==> src/sv/twzs_pkg.sv <==
// ----------------------------------------------------------------------------
// twzs_pkg
// Shared constants, types and helpers for the triggered window zero
// suppression block.
// ----------------------------------------------------------------------------
package twzs_pkg;

  localparam int PRE_DEPTH = 8192;
  localparam int PTR_W     = $clog2(PRE_DEPTH);
  localparam int CNT_W     = PTR_W + 1;

  localparam int SAMPLE_W  = 16;
  localparam int INDEX_W   = 32;
  localparam int THR_W     = 16;
  localparam int PRE_W     = 14;
  localparam int POST_W    = 20;
  localparam int CFG_W     = 20;
  localparam int CFG_IDX_W = 2;

  localparam logic [CFG_IDX_W-1:0] CFG_THRESHOLD = 2'd0;
  localparam logic [CFG_IDX_W-1:0] CFG_PRE_LEN   = 2'd1;
  localparam logic [CFG_IDX_W-1:0] CFG_POST_LEN  = 2'd2;

  localparam logic [THR_W-1:0]  THRESHOLD_RESET = 16'd0;
  localparam logic [PRE_W-1:0]  PRE_LEN_RESET   = 14'd7407;
  localparam logic [POST_W-1:0] POST_LEN_RESET  = 20'd74074;

  // result queue
  localparam int QDEPTH = 4;
  localparam int QPTR_W = $clog2(QDEPTH);
  localparam int QCNT_W = QPTR_W + 1;

  // request from the front part, registered in the cycle after the accepted sample
  typedef struct packed {
    logic                emit;
    logic                bypass;
    logic [SAMPLE_W-1:0] raw;
    logic [INDEX_W-1:0]  index;
    logic                first;
  } twzs_job_t;

  // delay memory access issued by the front part
  typedef struct packed {
    logic                we;
    logic [PTR_W-1:0]    waddr;
    logic [SAMPLE_W-1:0] wdata;
    logic                re;
    logic [PTR_W-1:0]    raddr;
  } twzs_ram_req_t;

  typedef struct packed {
    logic [SAMPLE_W-1:0] sample;
    logic [INDEX_W-1:0]  index;
    logic                first;
  } twzs_entry_t;

  // a - b as a signed 32-bit distance is negative
  function automatic logic is_before(input logic [INDEX_W-1:0] a,
                                     input logic [INDEX_W-1:0] b);
    logic [INDEX_W-1:0] diff;
    diff = a - b;
    return diff[INDEX_W-1];
  endfunction

endpackage

==> src/sv/twzs_front.sv <==
// ----------------------------------------------------------------------------
// twzs_front
// Front part: holds configuration, tracks the trigger windows, addresses
// the delay memory and classifies each accepted sample as kept or dropped.
// ----------------------------------------------------------------------------
module twzs_front (
  input  logic                              clk,
  input  logic                              rst,
  input  logic                              cfg_wr_en,
  input  logic [twzs_pkg::CFG_IDX_W-1:0]    cfg_index,
  input  logic [twzs_pkg::CFG_W-1:0]        cfg_data,
  input  logic                              accept,
  input  logic [twzs_pkg::SAMPLE_W-1:0]     sample_in,
  output twzs_pkg::twzs_ram_req_t           ram_req,
  output twzs_pkg::twzs_job_t               job
);

  logic [twzs_pkg::THR_W-1:0]   threshold;
  logic [twzs_pkg::PRE_W-1:0]   pre_len;
  logic [twzs_pkg::POST_W-1:0]  post_len;
  logic [twzs_pkg::PTR_W-1:0]   wp;
  logic [twzs_pkg::CNT_W-1:0]   fill_count;
  logic [twzs_pkg::INDEX_W-1:0] input_count;
  logic [twzs_pkg::INDEX_W-1:0] current_end;
  logic                         window_seen;
  logic                         last_emitted;
  logic                         job_emit;
  twzs_pkg::twzs_job_t          job_data;

  logic [twzs_pkg::CNT_W-1:0]   p;
  logic [twzs_pkg::POST_W-1:0]  post_eff;
  logic                         fill_ok;
  logic [twzs_pkg::CNT_W:0]     rd_sum;
  logic [twzs_pkg::PTR_W-1:0]   wp_next;
  logic                         below;
  logic [twzs_pkg::INDEX_W-1:0] m;
  logic [twzs_pkg::INDEX_W-1:0] current_end_next;
  logic                         window_seen_next;
  logic                         covered;
  logic                         emit;

  always_comb begin
    if (32'(pre_len) > 32'(twzs_pkg::PRE_DEPTH)) begin
      p = twzs_pkg::CNT_W'(twzs_pkg::PRE_DEPTH);
    end else begin
      p = twzs_pkg::CNT_W'(pre_len);
    end
    post_eff = (post_len == '0) ? twzs_pkg::POST_W'(1) : post_len;
    fill_ok  = (p <= fill_count);

    // tap pre samples back, wrapping around the delay store
    if ({1'b0, wp} >= p) begin
      rd_sum = (twzs_pkg::CNT_W+1)'(wp) - (twzs_pkg::CNT_W+1)'(p);
    end else begin
      rd_sum = (twzs_pkg::CNT_W+1)'(wp) + (twzs_pkg::CNT_W+1)'(twzs_pkg::PRE_DEPTH)
             - (twzs_pkg::CNT_W+1)'(p);
    end

    if (32'(wp) == 32'(twzs_pkg::PRE_DEPTH - 1)) begin
      wp_next = '0;
    end else begin
      wp_next = wp + twzs_pkg::PTR_W'(1);
    end

    below = $signed(sample_in) < $signed(threshold);

    current_end_next = current_end;
    window_seen_next = window_seen;
    if (below) begin
      if (window_seen && input_count == current_end) begin
        current_end_next = input_count + twzs_pkg::INDEX_W'(1);
      end else if (!window_seen || !twzs_pkg::is_before(input_count, current_end)) begin
        current_end_next = input_count + twzs_pkg::INDEX_W'(post_eff);
        window_seen_next = 1'b1;
      end
    end

    m       = input_count - twzs_pkg::INDEX_W'(p);
    covered = twzs_pkg::is_before(m, current_end_next);
    emit    = fill_ok && window_seen_next && covered;
    if (window_seen_next && !covered) begin
      window_seen_next = 1'b0;
    end
  end

  always_comb begin
    ram_req.we    = accept;
    ram_req.waddr = wp;
    ram_req.wdata = sample_in;
    ram_req.re    = accept;
    ram_req.raddr = rd_sum[twzs_pkg::PTR_W-1:0];
  end

  always_ff @(posedge clk) begin
    if (rst) begin
      threshold <= twzs_pkg::THRESHOLD_RESET;
      pre_len   <= twzs_pkg::PRE_LEN_RESET;
      post_len  <= twzs_pkg::POST_LEN_RESET;
    end else if (cfg_wr_en) begin
      case (cfg_index)
        twzs_pkg::CFG_THRESHOLD: threshold <= cfg_data[twzs_pkg::THR_W-1:0];
        twzs_pkg::CFG_PRE_LEN:   pre_len   <= cfg_data[twzs_pkg::PRE_W-1:0];
        twzs_pkg::CFG_POST_LEN:  post_len  <= cfg_data[twzs_pkg::POST_W-1:0];
        default: ;
      endcase
    end
  end

  always_ff @(posedge clk) begin
    if (rst) begin
      wp           <= '0;
      fill_count   <= '0;
      input_count  <= '0;
      current_end  <= '0;
      window_seen  <= 1'b0;
      last_emitted <= 1'b0;
      job_emit     <= 1'b0;
    end else begin
      job_emit <= accept && emit;
      if (accept) begin
        wp           <= wp_next;
        input_count  <= input_count + twzs_pkg::INDEX_W'(1);
        current_end  <= current_end_next;
        window_seen  <= window_seen_next;
        last_emitted <= emit;
        if (32'(fill_count) < 32'(twzs_pkg::PRE_DEPTH)) begin
          fill_count <= fill_count + twzs_pkg::CNT_W'(1);
        end
      end
    end
  end

  always_ff @(posedge clk) begin
    if (accept) begin
      job_data.emit   <= emit;
      job_data.bypass <= (p == '0);
      job_data.raw    <= sample_in;
      job_data.index  <= m;
      job_data.first  <= !last_emitted;
    end
  end

  // the reset-qualified flag stands in for the unreset copy
  always_comb begin
    job      = job_data;
    job.emit = job_emit;
  end

  // fill count saturates at the delay depth
  assert property (@(posedge clk) disable iff (rst)
    32'(fill_count) <= 32'(twzs_pkg::PRE_DEPTH))
    else $error("fill count beyond delay depth");

  // a kept sample always follows an accepted one
  assert property (@(posedge clk) disable iff (rst)
    job_emit |-> $past(accept))
    else $error("kept sample without accepted input");

endmodule

==> config.mk <==
export PLATFORM = sky130hd
export DESIGN_NAME = twzs_front
export DESIGN_NICKNAME = d
export VERILOG_FILES = /design/src/sv/twzs_pkg.sv /design/src/sv/twzs_front.sv
export SDC_FILE = /design/constraint.sdc
export NUM_CORES = 1
export LEC_CHECK = 0
export BUFFER_PORTS_ARGS = -buffer_cell sky130_fd_sc_hd__buf_2
export CORE_MARGIN = 3
export CORE_UTILIZATION = 45
export CTS_CLUSTER_DIAMETER = 150
export DETAILED_ROUTE_END_ITERATION = 10
export PLACE_DENSITY = 0.66
export SYNTH_ARGS = -nofsm -noshare
export SYNTH_HDL_FRONTEND = slang
export SYNTH_SLANG_ARGS = --single-unit
==> constraint.sdc <==
create_clock -name clk -period 5.6 [get_ports clk]
set_input_delay 0.56 -clock clk [delete_from_list [all_inputs] [get_ports clk]]
set_output_delay 0.56 -clock clk [all_outputs]
set_load 0.005 [all_outputs]
==> run summary, run 1 <==
Clk root buf = clkbuf_16
Final std cells w/o fill = 2222
CP max stage cell = fa_2
Hold Crit Class = input pin to flip-flop
Adder-Cell Fraction of Synth Area = 13.37%
Xor/xnor share of the synthesized area = 7.408%
Final Skew = 0.01722 ns
Multiplexer area fraction after synthesis = 0.6321%
DRC Markers = 0
Placed cells = 2169
Number of distinct library cells after synthesis = 94
Max-slew violation count = 0
# IOs = 137
Largest net degree at the start of global routing = 68
Synth warn = 0
Routed via count = 12546
Compound-Gate Fraction of Synth Area = 19.08%
Placeable Area = 0.02909 mm²
DPL Wire Length = 31250 µm
Synth Instances = 1639
Worst setup margin = 0.08827 ns
Clk_lat worst skew = 0.46 ns
WP buf/inv = 4
Final instance area = 0.01615 mm²
Antenna violations before repair = 1
FMAX = 0.1814 GHz
Total clock buffers created by CTS = 17
Number of max-cap violations = 0
First-pass GRT wire length = 64520 µm
CTS tree = done
Largest fanout on the critical path = 4
Combinational family with the most area after synthesis = simple AND/OR/NAND/NOR gates
Setup CP Type = flip-flop to flip-flop
Peak supply drop = 220.7 µV
Hold Vio Cnt, Final = 0
Tot GR Track Use = 25.63%
Post-Syn Nets = 1823
Hold WS = 0.2951 ns
Routed wire length = 41690 µm
Routed vias/inst = 5.646
CP Capture Type = flip-flop
Fillers = 2698
Seq cells post-synth = 194
Syn Std Cell Area = 0.01346 mm²
Clk sinks = 194
Worst-path clk slew = 0.09 ns
Number of synthesized flops with an enable pin = 50
Initial Util = 46.27%
Final setup violation count = 0
Sequential area share after synthesis = 32.57%
Slew margin rel. = 31.57%
Max incr delay on CP = 0.41 ns
CP required = 5.97 ns
Die area = 0.03202 mm²
Routed Antenna Nets = 0
Ys flop type = dfxtp_1
Share of layout cells above drive strength 1 = 22.14%
Starting DRT DRC Count = 912
Die height = 179.0 µm
Setup TNS = 0 ns
Post-synth ARST share = 0%
Clock Tree Buf Depth = 2
Area Growth Syn to Fin = 19.97%
Die W = 179.0 µm
Total power = 3.512 mW
Simple-Gate Fraction of Synth Area = 20.16%
Syn Area/Cell = 8.213 µm²
Pre-CTS WS = -0.1693 ns
CTS HTree Levels = 4
Worst-margin pin slew = 1.018 ns
# diodes = 0
Status = completed
Leak = 6.813 nW
Worst path arrival time = 5.88 ns
Worst path most repeated cell = nor3_2
GPL Wtd Cong = 0.9574
Nets@finish = 2009
Vias in the first global route = 11888
Row Count = 62
PortBufs = 136
Drt wl/cell = 18.76 µm
P per Cell Area = 217.5 mW/mm²
Fin util = 55.51%
Most frequent cells in the layout = nand2_1, dfxtp_1, buf_4, buf_2, nor2_1
CP Launch Type = flip-flop
First drt pass iteration count = 6
Unrepaired setup endpoints after global routing = true
Final period util = 98.42%
Most common library cell in the layout ignoring fill and taps = nand2_1
Post-route minimum period = 5.512 ns
Dpl cell area = 0.01499 mm²
GRT overflow = 0
Crit path max-delay family = compound AO/OA/AOI/OAI gates
==> per-layer routing <==
metal  global-route usage [%]  vias to the layer above  wire length, µm
met1                    31.89                     5927            17440
met3                    3.875                       86             2138
met4                    9.448                        0             1524
li1                         -                     6145                -
met2                    44.80                      388            20590
met5                        0                        -                0
==> path summary, 6_finish.rpt <==
| check | end | from | cells past startpoint | slack (ns) |
|---|---|---|---|---|
| worst min register to register | threshold[5]$_SDFFE_PP0P_ | threshold[5]$_SDFFE_PP0P_ | 2 | 0.46 |
| worst max register to register | last_emitted$_SDFFE_PP0P_ | post_len[3]$_SDFFE_PP1P_ | 29 | 0.09 |
| worst max-delay path | last_emitted$_SDFFE_PP0P_ | post_len[3]$_SDFFE_PP1P_ | 29 | 0.09 |
| worst min-delay path | job[42]$_DFFE_PP_ | sample_in[9] | 1 | 0.30 |
==> logic make-up after synthesis <==
group,count (synthesis)
adders and majority gates,142
AOI/OAI and AO/OA,395
muxes,8
and+or+nand+nor,572
buffers and inverters,215
xor gates and xnor gates,113
DFF,194
==> Yosys cell counts (4+ instances only) <==
cell | instances | area share [%]
a21boi_0 | 7 | 0.39
dfxtp_1 | 144 | 21
nand4_1 | 30 | 1.4
edfxtp_1 | 50 | 11
nor2b_1 | 14 | 0.65
nand2b_1 | 8 | 0.37
inv_1 | 109 | 3.0
or2_2 | 4 | 0.19
nor2_1 | 133 | 3.7
o31a_1 | 6 | 0.39
a21o_1 | 33 | 1.8
nor3_1 | 22 | 0.82
a22oi_1 | 5 | 0.28
a31oi_1 | 7 | 0.33
buf_2 | 12 | 0.45
o31ai_1 | 9 | 0.50
o21ai_1 | 14 | 0.52
ha_1 | 139 | 13
xnor2_1 | 62 | 4.0
and3_1 | 22 | 1.0
o21bai_1 | 5 | 0.28
a21oi_1 | 131 | 4.9
nand2_1 | 213 | 5.9
nand3_1 | 49 | 1.8
and4_1 | 8 | 0.52
xor2_1 | 50 | 3.3
nor4_1 | 12 | 0.56
and2_1 | 9 | 0.42
nor3_2 | 4 | 0.30
or3_1 | 19 | 0.88
o21a_1 | 14 | 0.78
clkbuf_1 | 61 | 1.7
buf_4 | 22 | 1.2
o21ai_0 | 64 | 2.4
o211ai_1 | 8 | 0.45
o22ai_1 | 21 | 0.98
mux2i_1 | 7 | 0.52
a211oi_1 | 21 | 1.2
buf_1 | 8 | 0.22
==> registers in the layout, summed over array words and instances, names as in the netlist <==
signal        cells
threshold        16
job_emit          1
current_end      32
job              50
post_len         20
window_seen       1
wp               13
fill_count       14
pre_len          14
last_emitted      1
input_count      32
==> repair_timing <==
action,4_1_cts,5_1_grt
hold buffers,0,0
endpoints found under the setup margin,3,3
pin swaps,7,48
setup buffers,5,16
gates resized for setup,9,76
==> power by group <==
part | internal (mW) | total, mW | switching, mW
registers | 1.49 | 1.53 | 0.0348
clock network | 0.609 | 1.28 | 0.671
logic | 0.297 | 0.705 | 0.407
==> area by class of cell <==
| cell class | instances | area (µm²) | share of cell area (%) |
|---|---|---|---|
| multi-input combinational | 1230 | 8546 | 52.92 |
| sequential | 194 | 4394 | 27.21 |
| timing repair buffer | 271 | 1710 | 10.59 |
| tap | 384 | 480.5 | 2.975 |
| clock buffer | 17 | 425.4 | 2.634 |
| inverter | 111 | 416.7 | 2.580 |
| clock inverter | 15 | 175.2 | 1.085 |
Power figures use the tool's default switching activity.
==> run 2, diff against run 1 <==
--- a/config.mk
+++ b/config.mk
@@ -8,6 +8,7 @@
 export BUFFER_PORTS_ARGS = -buffer_cell sky130_fd_sc_hd__buf_2
 export CORE_MARGIN = 3
 export CORE_UTILIZATION = 45
+export CTS_BUF_LIST = sky130_fd_sc_hd__clkbuf_16
 export CTS_CLUSTER_DIAMETER = 150
 export DETAILED_ROUTE_END_ITERATION = 10
 export PLACE_DENSITY = 0.66
==> constraint.sdc (replaced) <==
create_clock -name clk -period 5.6 [get_ports clk]
set_input_delay 1.12 -clock clk [delete_from_list [all_inputs] [get_ports clk]]
set_output_delay 1.12 -clock clk [all_outputs]
set_load 0.005 [all_outputs]
==> run 2 against run 1 <==
Net effect:
- via count increased by 1.1%
- critical path type unchanged
- fmax decreased by 1.5%
- utilization decreased by 0.40 points
- flip-flop and latch count unchanged
- clock-buffer cell count unchanged
- largest power group unchanged
- critical path depth decreased by 1
==> run summary, run 2 (same netlist as run 1, synthesis figures left out) <==
Final Skew = 0.01847 ns (was 0.01722 ns)
Fin util = 55.11% (was 55.51%)
Hold Crit Class = flip-flop to flip-flop (was input pin to flip-flop)
Routed via count = 12690 (was 12546)
GPL Wtd Cong = 0.9751 (was 0.9574)
Post-route minimum period = 5.596 ns (was 5.512 ns)
Reg2reg setup slack = 0.004 ns (was 0.09 ns)
# diodes = 0 (unchanged)
CP Capture Type = flip-flop (unchanged)
Most common library cell in the layout ignoring fill and taps = nand2_1 (unchanged)
CP Launch Type = flip-flop (unchanged)
Clock Tree Buf Depth = 2 (unchanged)
Number of flip-flops in the largest register = 50 (unchanged)
Max incr delay on CP = 0.39 ns (was 0.41 ns)
Worst path arrival time = 5.97 ns (was 5.88 ns)
Slew margin rel. = 25.50% (was 31.57%)
Placeable Area = 0.02909 mm² (unchanged)
CP max stage cell = fa_2 (unchanged)
Crit Reg-Reg Startpoint = post_len[3]$_SDFFE_PP1P_ (unchanged)
Worst path most repeated cell = a21o_1 (was nor3_2)
Routed wire length = 41640 µm (was 41690 µm)
Status = completed (unchanged)
DPL Wire Length = 31630 µm (was 31250 µm)
Die W = 179.0 µm (unchanged)
Unrepaired setup endpoints after global routing = true (unchanged)
Die height = 179.0 µm (unchanged)
CTS HTree Levels = 4 (unchanged)
Clk root buf = clkbuf_16 (unchanged)
Tot GR Track Use = 25.84% (was 25.63%)
Number of max-cap violations = 0 (unchanged)
Initial Util = 46.27% (unchanged)
Vias in the first global route = 12155 (was 11888)
Worst-margin pin slew = 1.108 ns (was 1.018 ns)
Die area = 0.03202 mm² (unchanged)
CP required = 5.98 ns (was 5.97 ns)
Routed Antenna Nets = 0 (unchanged)
DRC Markers = 0 (unchanged)
Share of layout cells above drive strength 1 = 20.98% (was 22.14%)
Final period util = 99.92% (was 98.42%)
First-pass GRT wire length = 64960 µm (was 64520 µm)
Start point of the worst hold path = threshold[11]$_SDFFE_PP0P_ (was sample_in[9])
Row Count = 62 (unchanged)
Final setup violation count = 0 (unchanged)
# IOs = 137 (unchanged)
Setup CP Type = flip-flop to flip-flop (unchanged)
Nets@finish = 2011 (was 2009)
Placed cells = 2183 (was 2169)
Largest fanout on the critical path = 3 (was 4)
Starting DRT DRC Count = 894 (was 912)
PortBufs = 136 (unchanged)
Peak supply drop = 236.3 µV (was 220.7 µV)
P per Cell Area = 218.8 mW/mm² (was 217.5 mW/mm²)
Most frequent cells in the layout = nand2_1, dfxtp_1, buf_4 (was nand2_1, dfxtp_1, buf_4, buf_2, nor2_1)
Critical path startpoint = post_len[3]$_SDFFE_PP1P_ (unchanged)
Hold Vio Cnt, Final = 0 (unchanged)
Total clock buffers created by CTS = 17 (unchanged)
Largest net degree at the start of global routing = 66 (was 68)
Clk_lat worst skew = 0.47 ns (was 0.46 ns)
FMAX = 0.1787 GHz (was 0.1814 GHz)
Area Growth Syn to Fin = 19.09% (was 19.97%)
Drt wl/cell = 18.72 µm (was 18.76 µm)
Clk sinks = 194 (unchanged)
Final std cells w/o fill = 2224 (was 2222)
Max-slew violation count = 0 (unchanged)
Leak = 6.780 nW (was 6.813 nW)
Routed vias/inst = 5.706 (was 5.646)
Antenna violations before repair = 0 (was 1)
GRT overflow = 0 (unchanged)
Worst-path clk slew = 0.08 ns (was 0.09 ns)
# hold bufs at CTS = 0 (unchanged)
CTS tree = done (unchanged)
First drt pass iteration count = 8 (was 6)
[run 2: through the flow]
step | hold WS [ns] | TNS, ns | setup WS, ns | power (mW) | area [µm²]
2_1_floorplan | 0.4278 | 0 | 0.1533 | 1.964 | 13460
3_5_place_dp | 0.4476 | -0.4552 | -0.2041 | 2.227 | 15090
3_3_place_gp | 0.4460 | -0.2341 | -0.1299 | 2.213 | 15090
5_1_grt | 0.4717 | -0.5083 | -0.1927 | 3.659 | 16030
4_1_cts | 0.4598 | 0 | 0.005057 | 3.503 | 15800
6_report | 0.4580 | 0 | 0.004392 | 3.508 | 16030
[run 2: timing repair]
action | in CTS | in global routing
gates resized for setup | 16 | 37
endpoints found under the hold margin | 0 | 0
buffers inserted | 2 | 7
endpoints found under the setup margin | 3 | 3
pin swaps | 8 | 28
[run 2: critical path, delay by kind of cell, from the launching register on]
family                     cells  cell delay (ns)
adders and majority gates      3             0.75
and+or+nand+nor                5             0.82
buffers and inverters          2             0.20
DFF                            1             0.33
AOI/OAI and AO/OA             18             3.41
[run 2: layout make-up]
cell class	instances	area (µm²)
fill	2745	13060
multi-input combinational	1230	8424
sequential	194	4387
timing repair buffer	273	1714
tap	384	480.5
clock buffer	17	425.4
inverter	111	416.7
clock inverter	15	182.7
[run 2: worst paths after layout]
check | to | cells past startpoint
worst max-delay path | window_seen$_SDFFE_PP0P_ | 28
worst min register to register | threshold[11]$_SDFFE_PP0P_ | 2
worst max register to register | window_seen$_SDFFE_PP0P_ | 28
worst min-delay path | threshold[11]$_SDFFE_PP0P_ | 2
[run 2: power breakdown]
group	internal, mW	switching (mW)	total (mW)
Sequential	1.49	0.0359	1.53
Clock	0.608	0.667	1.28
Combinational	0.301	0.402	0.703
[run 2: routing by layer]
| layer | GRT usage (%) | wire length [µm] | up-vias |
|---|---|---|---|
| met5 | 0 | 0 | - |
| met4 | 9.643 | 1393 | 0 |
| met3 | 3.897 | 2305 | 90 |
| met2 | 44.69 | 20470 | 422 |
| met1 | 32.51 | 17470 | 6025 |
| li1 | - | - | 6153 |
