$ cat config.mk
export PLATFORM = sky130hd
export DESIGN_NAME = twzs_queue
export DESIGN_NICKNAME = d
export VERILOG_FILES = /design/src/sv/twzs_pkg.sv /design/src/sv/twzs_queue.sv
export SDC_FILE = /design/constraint.sdc
export NUM_CORES = 1
export LEC_CHECK = 0
export BUFFER_PORTS_ARGS = -buffer_cell sky130_fd_sc_hd__buf_2
export CAP_MARGIN = 10
export CORE_MARGIN = 4
export CORE_UTILIZATION = 50
export DETAILED_ROUTE_END_ITERATION = 8
export GPL_TIMING_DRIVEN = 0
export PLACE_DENSITY = 0.72
export SYNTH_ARGS = -nofsm -noshare
export SYNTH_HDL_FRONTEND = slang
export SYNTH_SLANG_ARGS = --single-unit
$ cat constraint.sdc
create_clock -name clk -period 4.2 [get_ports clk]
set_input_delay 0.63 -clock clk [delete_from_list [all_inputs] [get_ports clk]]
set_output_delay 0.63 -clock clk [all_outputs]
set_load 0.03 [all_outputs]
$ cat src/sv/twzs_pkg.sv
// ----------------------------------------------------------------------------
// twzs_pkg
// Shared constants, types and helpers for the triggered window zero
// suppression block.
// ----------------------------------------------------------------------------
package twzs_pkg;

  localparam int PRE_DEPTH = 8192;
  localparam int PTR_W     = $clog2(PRE_DEPTH);
  localparam int CNT_W     = PTR_W + 1;

  localparam int SAMPLE_W  = 16;
  localparam int INDEX_W   = 32;
  localparam int THR_W     = 16;
  localparam int PRE_W     = 14;
  localparam int POST_W    = 20;
  localparam int CFG_W     = 20;
  localparam int CFG_IDX_W = 2;

  localparam logic [CFG_IDX_W-1:0] CFG_THRESHOLD = 2'd0;
  localparam logic [CFG_IDX_W-1:0] CFG_PRE_LEN   = 2'd1;
  localparam logic [CFG_IDX_W-1:0] CFG_POST_LEN  = 2'd2;

  localparam logic [THR_W-1:0]  THRESHOLD_RESET = 16'd0;
  localparam logic [PRE_W-1:0]  PRE_LEN_RESET   = 14'd7407;
  localparam logic [POST_W-1:0] POST_LEN_RESET  = 20'd74074;

  // result queue
  localparam int QDEPTH = 4;
  localparam int QPTR_W = $clog2(QDEPTH);
  localparam int QCNT_W = QPTR_W + 1;

  // request from the front part, registered in the cycle after the accepted sample
  typedef struct packed {
    logic                emit;
    logic                bypass;
    logic [SAMPLE_W-1:0] raw;
    logic [INDEX_W-1:0]  index;
    logic                first;
  } twzs_job_t;

  // delay memory access issued by the front part
  typedef struct packed {
    logic                we;
    logic [PTR_W-1:0]    waddr;
    logic [SAMPLE_W-1:0] wdata;
    logic                re;
    logic [PTR_W-1:0]    raddr;
  } twzs_ram_req_t;

  typedef struct packed {
    logic [SAMPLE_W-1:0] sample;
    logic [INDEX_W-1:0]  index;
    logic                first;
  } twzs_entry_t;

  // a - b as a signed 32-bit distance is negative
  function automatic logic is_before(input logic [INDEX_W-1:0] a,
                                     input logic [INDEX_W-1:0] b);
    logic [INDEX_W-1:0] diff;
    diff = a - b;
    return diff[INDEX_W-1];
  endfunction

endpackage

$ cat src/sv/twzs_queue.sv
// ----------------------------------------------------------------------------
// twzs_queue
// Back part: short result queue that takes kept samples from the front
// part and hands them out oldest first.
// ----------------------------------------------------------------------------
module twzs_queue (
  input  logic                        clk,
  input  logic                        rst,
  input  logic                        push_en,
  input  twzs_pkg::twzs_entry_t       push_data,
  input  logic                        pop_en,
  output twzs_pkg::twzs_entry_t       head,
  output logic                        empty,
  output logic [twzs_pkg::QCNT_W-1:0] count
);

  twzs_pkg::twzs_entry_t        store [twzs_pkg::QDEPTH];
  logic [twzs_pkg::QPTR_W-1:0]  wr_ptr;
  logic [twzs_pkg::QPTR_W-1:0]  rd_ptr;
  logic                         do_pop;

  assign empty  = (count == '0);
  assign head   = store[rd_ptr];
  assign do_pop = pop_en && !empty;

  always_ff @(posedge clk) begin
    if (rst) begin
      wr_ptr <= '0;
      rd_ptr <= '0;
      count  <= '0;
    end else begin
      if (push_en) begin
        wr_ptr <= wr_ptr + twzs_pkg::QPTR_W'(1);
      end
      if (do_pop) begin
        rd_ptr <= rd_ptr + twzs_pkg::QPTR_W'(1);
      end
      if (push_en && !do_pop) begin
        count <= count + twzs_pkg::QCNT_W'(1);
      end else if (!push_en && do_pop) begin
        count <= count - twzs_pkg::QCNT_W'(1);
      end
    end
  end

  always_ff @(posedge clk) begin
    if (push_en) begin
      store[wr_ptr] <= push_data;
    end
  end

  // the credit check upstream keeps the queue from overflowing
  assert property (@(posedge clk) disable iff (rst)
    !(push_en && 32'(count) == twzs_pkg::QDEPTH))
    else $error("result queue overflow");

endmodule

==> results of run 1 <==
-- sequential cells by signal, summed over array words and instances (netlist names), named ones only --
name and cells:
wr_ptr 2, rd_ptr 2, store 196, count 3
-- final cells by class --
type	count	area, sq um	share of cell area (%)
multi-input combinational	79	1350	15.1
tap	184	230	2.58
clock inverter	4	18.8	0.210
sequential	205	6070	67.9
inverter	3	11.3	0.126
buffer	12	98.8	1.11
timing repair buffer	108	601	6.72
clock buffer	30	559	6.26
-- critical path, stage by stage, from the launching register on --
cell	delay (ns)
dfxtp_1	0.41
buf_1	0.55
mux4_2	0.42
buf_2	0.20
-- worst max path at each step --
stage	startpoint	cells after the start	to	slack [ns]
global route	flop	4	head[31]	1.37
detailed placement	pop_en	8	count[2]	1.96
global placement	push_en	2	store[2][32]	0.92
CTS	flop	4	head[27]	1.43
floorplan	push_en	1	store[0][0]	1.99
finish	flop	3	head[3]	1.51
-- through the flow --
step	power [uW]	worst slack (ns)
6_report	5440	1.51
2_1_floorplan	3550	1.99
3_5_place_dp	3930	1.96
4_1_cts	5530	1.43
3_3_place_gp	3910	0.920
5_1_grt	5690	1.37
-- per-layer routing --
layer	up-vias	global-route usage, %	share of wire, %
li1	1528	-	-
met1	1737	20.2	42
met2	110	24.9	49
met3	25	4.15	7.5
met4	2	3.93	2.0
met5	-	0	0.096
-- cells by family after synthesis --
family	synth area share (%)
compound gates	0.349
xor+xnor	0.582
fa+ha+maj	1.10
buf+inv	1.46
flops	80.6
mux	15.0
simple gates	0.832
-- cells in the final DEF (no fill, tap or decap) --
cell        netlist  final
buf_4             3      3
nor2_1            7      7
o311ai_0          1      1
buf_2             2    106
o21ai_0           1      1
edfxtp_1        196    196
fa_1              1      1
buf_6             1      1
buf_12            2      6
o31ai_1           1      1
clkbuf_16         0     21
dfxtp_1           9      9
mux4_2           47     47
xor2_1            4      4
nor3_1            1      1
clkinv_1          0      3
inv_1             3      3
clkbuf_1          1     10
ha_1              5      5
mux4_1            2      2
clkinvlp_4        0      1
buf_1             3      3
a21oi_1           1      1
mux2i_1           2      2
xnor2_1           1      1
and2_2            0      4
or3_1             1      1
-- power by group through the flow --
stage               clock [uW]  sequential (uW)  combinational [uW]
floorplan                    0             2460                1090
global placement             0             2450                1460
detailed placement           0             2450                1480
CTS                       1630             2410                1490
global route              1720             2410                1560
finish                    1590             2400                1450
==> metrics.txt, run 1 <==
status=finished clean; power share of the clock group=between 20% and 30%; drt total wl=roughly 13,000 um; sequential power share=about 44%; Tcrit/Tclk final=64.0%; HP Start=push_data[12]; Critical Path Sink Type=output port; CTS root buffer=clkbuf_16; Remaining DRCs=0; Clock Skew=0.00509 ns; post-route cell area=a little under 9000 sq um; global-route wire length before repair=19,500 um; RSZ-0062 raised after global routing=no; max-slew violation count=0; Inserted Clock Buffers=21; Core ar.=approximately 15,000 sq um; vias in the first global route=roughly 3,700; final hold violation count=0; Post-DRT Antenna Nets=0; Rows=44; # H-tree levels=1; Inserted Diodes=0; top-count cell post-synth=edfxtp_1; worst vdd ir=roughly 440 uV; Synth area leaders=edfxtp_1, mux4_2, dfxtp_1, ha_1, mux4_1; fill cell count=~1,100; First-pass DRT Iterations=4; placed insts=between 500 and 600; post-route minimum period=2.69 ns; Iter 0 DRT Violations=around 210; post-layout util=between 60% and 70%; worst r2r src=count[0]; Worst EP required=approximately 3.6 ns; combinational share of power=26.6%; worst r2r path cells=7; worst hold-check path type=input pin to flop; placer congestion estimate=approximately 0.73; Final nets=approximately 490; initial antenna violation count=1; max-cap violations=0; Top FF cell, synth=edfxtp_1; DP Area=8360 sq um; Setup CP Type=flop to output port; gr usage total=between 15 and 20%; Final Non-Filler Cells=between 600 and 700; post-synth top area share=approximately four fifths; DIE HEIGHT=between 100 and 150 um; WHS Path Cells=1; pwr dens=609 nW/um^2; CTS Sinks=between 200 and 250; Starting Density=a little over 50%; DR WL/cell=roughly 20 um; Synth Warn #=0; setup tns final=0 ns; Congestion Overflow GR=0; Layout area overhead=18.8%; share of layout cells above drive strength 1=between 40% and 50%; Post-synth ARST share=0%; clk slew on worst S/H paths=roughly 0.060 ns; Pint=approximately 3900 uW; Max Clk Rate=between 300 and 400 MHz; critical path peak fanout=10; worst skew pair latency=about 0.47 ns; Post-synth top cells=edfxtp_1, mux4_2, dfxtp_1, nor2_1, ha_1; DIE AREA=between 15,000 and 20,000 sq um; Vias per Instance=5.44; Yosys reg bits=205; Switching Share=between 20 and 30%; vias=around 3,400; post-cts resize count=0; Post-Syn Instances=299; Avg Inst Size Synth=25.2 sq um; Final Setup Violations=0; Detail Placement HPWL=between 7000 and 8000 um; hold endpoint=store[3][12]; r2r setup slk=2.04 ns; CTS Buffer Depth=3; Port Buf Inserts=around 100; syn_nets=between 300 and 400; worst hold margin=approximately 0.37 ns; sequential-to-total area share from yosys stat=between 80 and 90%; CTS tree=done; Sw Pwr=between 1500 and 2000 uW; pin count of the biggest net entering global routing=28; hold_buf cts=0; post-CTS setup buffers=0; io pins=approximately 110; Post-Syn Area=~7500 sq um; area leader, netlist=edfxtp_1; EDFF count, synth=196; Reg-to-Reg End=count[2]; Netlist cell types=24; actual slew at the worst max-slew pin=about 0.68 ns; Startpoint Class=flop; Leakage Power=just over 0.003 uW; Die W=131 um; Worst EP arrival=about 2.1 ns; Rel. slew slack=a little over half
Note: power is estimated with default switching activity, not from simulation.
==> inputs of run 2 (changes only) <==
--- a/config.mk
+++ b/config.mk
@@ -11,7 +11,7 @@
 export CORE_UTILIZATION = 50
 export DETAILED_ROUTE_END_ITERATION = 8
 export GPL_TIMING_DRIVEN = 0
-export PLACE_DENSITY = 0.72
+export PLACE_DENSITY = 0.75
 export SYNTH_ARGS = -nofsm -noshare
 export SYNTH_HDL_FRONTEND = slang
 export SYNTH_SLANG_ARGS = --single-unit
==> constraint.sdc (replaced) <==
create_clock -name clk -period 2.15 [get_ports clk]
set_input_delay 0.3225 -clock clk [delete_from_list [all_inputs] [get_ports clk]]
set_output_delay 0.3225 -clock clk [all_outputs]
set_load 0.03 [all_outputs]
==> run 2 against run 1 <==
Compared with the run above: the flow now finishes with violations (negative setup slack); clock power is 100% higher; cell area up 2.7%; register-to-register slack got worse by 1.9 ns; flip-flop and latch count unchanged; sequential share of layout area down 1.7 points; worst setup slack got worse by 1.6 ns; sequential power up 98%; power up 100%; routed wire length grew 2.8%; global-route usage up 0.38 points; combinational power is 120% higher; first-iteration DRC count fell by 13%.
==> metrics.txt, run 2 (synthesis results as in run 1) <==
initial antenna violation count=1 (unchanged); Core ar.=14,600 sq um (unchanged); gr usage total=15.5% (was 15.1%); hold_buf cts=0 (unchanged); Remaining DRCs=0 (unchanged); share of layout cells above drive strength 1=46.7% (was 42.9%); most frequent cells in the layout=edfxtp_1, buf_2, mux4_2, buf_6, clkbuf_16 (was edfxtp_1, buf_2, mux4_2, clkbuf_16, clkbuf_1); max-cap violations=0 (unchanged); fill cell count=1,002 (was 1,052); worst hold margin=0.0604 ns (was 0.366 ns); CTS root buffer=clkbuf_16 (unchanged); Iter 0 DRT Violations=181 (was 209); CTS tree=done (unchanged); max incr delay on CP=0.51 ns (was 0.55 ns); slowest cell on the critical path=mux4_2 (was buf_1); DIE AREA=17,100 sq um (unchanged); max-slew violation count=0 (unchanged); Top reg by flops=store (unchanged); Starting Density=51.4% (unchanged); Rel. slew slack=53.4% (was 54.7%); commonest non-fill, non-tap cell in the layout=edfxtp_1 (unchanged); vias in the first global route=3,744 (was 3,651); DIE HEIGHT=131 um (unchanged); Inserted Diodes=0 (unchanged); CTS Sinks=205 (unchanged); vias=3,360 (was 3,402); Inserted Clock Buffers=20 (was 21); Detail Placement HPWL=7980 um (was 7900 um); Vias per Instance=5.34 (was 5.44); First-pass DRT Iterations=4 (unchanged); Worst EP required=1.83 ns (was 3.57 ns); Setup CP Type=flop to output port (unchanged); area of the multi-input gates=1360 sq um (was 1350 sq um); cell mode on critical path=buf_12; DR WL/cell=20.5 um (was 20.1 um); placed insts=591 (unchanged); worst skew pair latency=0.47 ns (about the same); drt total wl=12,900 um (was 12,500 um); wire length on met1=5370 um (was 5240 um); Final nets=492 (was 489); post-route minimum period=2.21 ns; Clock Skew=0.00537 ns (was 0.00509 ns); setup slack after layout=-0.0562 ns (was 1.51 ns); number of flip-flops in the largest register=196 (unchanged); Max Clk Rate=between 400 and 500 MHz; pre-CTS setup slack=0.00901 ns (was 1.96 ns); worst vdd ir=897 uV (was 436 uV); Congestion Overflow GR=0 (unchanged); Die W=131 um (unchanged); Post-DRT Antenna Nets=0 (unchanged); Top Registers=store (196), count (3) (unchanged); io pins=106 (unchanged); critical path peak fanout=5 (was 10); crit path cell chain=buf_12 > buf_12 > buf_12 > mux4_2 > buf_6 (was buf_1 > mux4_2 > buf_2); # H-tree levels=1 (unchanged); global-route wire length before repair=20,000 um (was 19,500 um); Tcrit/Tclk final=103%; Critical Path Sink Type=output port (unchanged); Final Setup Violations=17 (was 0); final hold violation count=0 (unchanged); crit path buf inv count=4 (was 2); DR top layer=met5 (unchanged); Layout area overhead=22.0% (was 18.8%); CP delay by family, top=buffers and inverters (unchanged); placer congestion estimate=0.725 (was 0.729); Port Buf Inserts=104 (unchanged); RSZ-0062 raised after global routing=yes (was no); actual slew at the worst max-slew pin=0.699 ns (was 0.679 ns); met3 WL=806 um (was 936 um); clk slew on worst S/H paths=0.06 ns (about the same); violated checks=negative setup slack; Final Non-Filler Cells=629 (was 625); Worst EP arrival=1.88 ns (was 2.06 ns); FF/Latch Area=6070 sq um (about the same); pwr dens=1210 nW/um^2 (was 609 nW/um^2); overall power=11,100 uW (was 5440 uW); worst hold-check path type=input pin to flop (unchanged); Rows=44 (unchanged); met2 WL=6520 um (was 6110 um); Startpoint Class=flop (unchanged); post-layout util=62.7% (was 61.0%); status=finished with violations (was finished clean); Leakage Power=0.00314 uW (was 0.00304 uW); pin count of the biggest net entering global routing=30 (was 28); CTS Buffer Depth=3 (unchanged)
-- run 2: worst paths after layout --
kind                  end  depth (start not counted)          start  slack (ns)
min reg2reg          flop                          2      rd_ptr[0]        0.54
max              head[28]                          5           flop       -0.06
min          store[1][44]                          1  push_data[44]        0.06
max reg2reg      count[2]                          7       count[2]        0.13
-- run 2: area by class of cell --
type	instances	area share, %
Sequential cell	205	66.2
Multi-Input combinational cell	79	14.8
Timing Repair Buffer	113	8.64
Clock buffer	24	5.85
Tap cell	184	2.51
Buffer	11	1.13
Clock inverter	10	0.804
Inverter	3	0.123
-- run 2: where the power goes --
group / switching (uW) / internal (uW)
sequential: 116 / 4620
combinational: 1740 / 1450
clock: 1320 / 1890
-- run 2: per-stage QoR --
step,TNS (ns),area [sq um]
5_1_grt,-3.13,9180
2_1_floorplan,0,7520
4_1_cts,-1.83,9140
6_report,-0.404,9180
3_5_place_dp,0,8360
3_3_place_gp,-171.37,8270
-- run 2: metal layers --
| metal | track usage (%) | up-vias |
|---|---|---|
| li1 | - | 1531 |
| met1 | 20.7 | 1701 |
| met2 | 26.1 | 105 |
| met3 | 3.70 | 21 |
| met4 | 3.69 | 2 |
| met5 | 0 | - |
-- run 2: timing repair --
item | 4_1_cts | 5_1_grt
endpoints found under the setup margin | 43 | 50
resized for setup | 43 | 16
pin swaps | 0 | 0
setup buffers | 4 | 0
cloned | 1 | 0
==> inputs of run 3 (changes only) <==
--- a/config.mk
+++ b/config.mk
@@ -11,7 +11,7 @@
 export CORE_UTILIZATION = 50
 export DETAILED_ROUTE_END_ITERATION = 8
 export GPL_TIMING_DRIVEN = 0
-export PLACE_DENSITY = 0.75
+export PLACE_DENSITY = 0.72
 export SYNTH_ARGS = -nofsm -noshare
 export SYNTH_HDL_FRONTEND = slang
 export SYNTH_SLANG_ARGS = --single-unit
==> constraint.sdc (replaced) <==
create_clock -name clk -period 2.5 [get_ports clk]
set_input_delay 0.375 -clock clk [delete_from_list [all_inputs] [get_ports clk]]
set_output_delay 0.375 -clock clk [all_outputs]
set_load 0.03 [all_outputs]
==> run 3 against run 2 <==
Compared with the run above: the run now ends clean; core utilization down 1.6 points; global-route usage down 0.38 points; via count up 1.7%; clock-buffer cell count up 6; combinational power down 24%; largest power group unchanged; highest routed layer unchanged; critical path type unchanged; die area unchanged; clock skew down 0.00068 ns; cell count down 0.64%; non-clock buffer count down 4.
==> metrics.txt, run 3 (synthesis results as in run 1) <==
commonest non-fill, non-tap cell in the layout=edfxtp_1 (unchanged); met3 Track Usage GR=4.15% (was 3.70%); worst skew pair latency=0.47 ns (about the same); Final nets=489 (was 492); gr usage total=15.1% (was 15.5%); DP Area=8360 sq um (unchanged); placer congestion estimate=0.729 (was 0.725); DIE AREA=17,100 sq um (unchanged); Startpoint Class=flop (unchanged); First-pass DRT Iterations=4 (unchanged); most frequent cells in the layout=edfxtp_1, buf_2, mux4_2, clkbuf_16, clkbuf_1 (was edfxtp_1, buf_2, mux4_2, buf_6, clkbuf_16); number of flip-flops in the largest register=196 (unchanged); pin count of the biggest net entering global routing=28 (was 30); CTS tree=done (unchanged); pwr dens=1020 nW/um^2 (was 1210 nW/um^2); Top Registers=store (196), count (3) (unchanged); Top reg by flops=store (unchanged); Iter 0 DRT Violations=201 (was 181); Vias per Instance=5.47 (was 5.34); CTS Buffer Depth=3 (unchanged); share of layout cells above drive strength 1=43.5% (was 46.7%); Die W=131 um (unchanged); CTS Sinks=205 (unchanged); Remaining DRCs=0 (unchanged); Core ar.=14,600 sq um (unchanged); Worst EP required=2.12 ns (was 1.83 ns); Rows=44 (unchanged); Post-DRT Antenna Nets=0 (unchanged); actual slew at the worst max-slew pin=0.686 ns (was 0.699 ns); DIE HEIGHT=131 um (unchanged); met1 Resource Use GR=20.2% (was 20.7%); Port Buf Inserts=104 (unchanged); post-route minimum period=2.33 ns; Tcrit/Tclk final=between 90% and 100%; Leakage Power=0.00305 uW (was 0.00314 uW); critical path peak fanout=10 (was 5); RSZ-0062 raised after global routing=no (was yes); # H-tree levels=1 (unchanged); worst hold-check path type=input pin to flop (unchanged); Rel. slew slack=54.3% (was 53.4%); DR WL/cell=20.0 um (was 20.5 um); setup tns final=0 ns (was -0.404 ns); Layout area overhead=18.9% (was 22.0%); global-route wire length before repair=19,500 um (was 20,000 um); Clock Skew=0.00469 ns (was 0.00537 ns); worst vdd ir=732 uV (was 897 uV); Max Clk Rate=roughly 430 MHz; post-route cell area=8940 sq um (was 9180 sq um); max-slew violation count=0 (unchanged); most used routing layer=met2 (unchanged); io pins=106 (unchanged); final hold violation count=0 (unchanged); Inserted Diodes=0 (unchanged); max-cap violations=0 (unchanged); vias=3,416 (was 3,360); GR Layer Usage met2=24.9% (was 26.1%); initial antenna violation count=1 (unchanged); clk slew on worst S/H paths=0.06 ns (about the same); status=finished clean (was finished with violations); CTS root buffer=clkbuf_16 (unchanged); Critical Path Sink Type=output port (unchanged); overall power=9150 uW (was 11,100 uW); worst hold margin=0.111 ns (was 0.0604 ns); Congestion Overflow GR=0 (unchanged); Setup CP Type=flop to output port (unchanged); Worst EP arrival=1.95 ns (was 1.88 ns); post-CTS setup buffers=0 (was 4); Starting Density=51.4% (unchanged); Final Setup Violations=0 (was 17); Detail Placement HPWL=7900 um (was 7980 um); Inserted Clock Buffers=21 (was 20); drt total wl=12,500 um (was 12,900 um); vias in the first global route=3,651 (was 3,744)
## run 3: report_power, final
part           internal [uW]  switching, uW
Clock                   1540           1130
Combinational            995           1440
Sequential              3970           73.2
Total                   6500           2640
## run 3: repair_timing
action,CTS,global route
pin swaps,0,0
gates resized for setup,1,3
hold buffers,0,0
hold endpoints to repair,0,0
gates cloned,0,0
endpoints found under the setup margin,4,24
## run 3: cell type report
class                      instances  area, sq um
sequential                       205         6070
fill                            1050         5700
multi-input combinational         79         1350
timing repair buffer             108          601
clock buffer                      30          559
tap                              184          230
buffer                            12          105
clock inverter                     4         18.8
inverter                           3         11.3
## run 3: path summary, 6_finish.rpt
check / startpoint / to / slack, ns / depth (start not counted)
hold reg to reg: rd_ptr[1] / flop / 0.54 / 2
setup reg to reg: count[0] / count[2] / 0.34 / 7
setup / recovery: flop / head[31] / 0.17 / 4
hold / removal: push_data[12] / store[3][12] / 0.11 / 1
## run 3: worst max-delay path: stages (launching register included)
cell and delay (ns):
dfxtp_1 0.41, buf_4 0.24, buf_2 0.28, mux4_2 0.35, buf_2 0.19
## run 3: metrics by stage
step | setup slack (ns) | std cells | utilization (%)
after detailed placement | 0.374 | 591 | 57.1
after floorplan | 0.375 | 299 | -
after global placement | -0.525 | 587 | 56.5
after CTS | 0.00520 | 625 | 61.0
final | 0.173 | 625 | 61.1
after global routing | 0.0414 | 625 | 61.1
## run 3: metal layers
metal,vias up,share of wire [%]
met4,2,2.0
met5,-,0.096
met1,1756,42
li1,1530,-
met2,103,49
met3,25,7.4
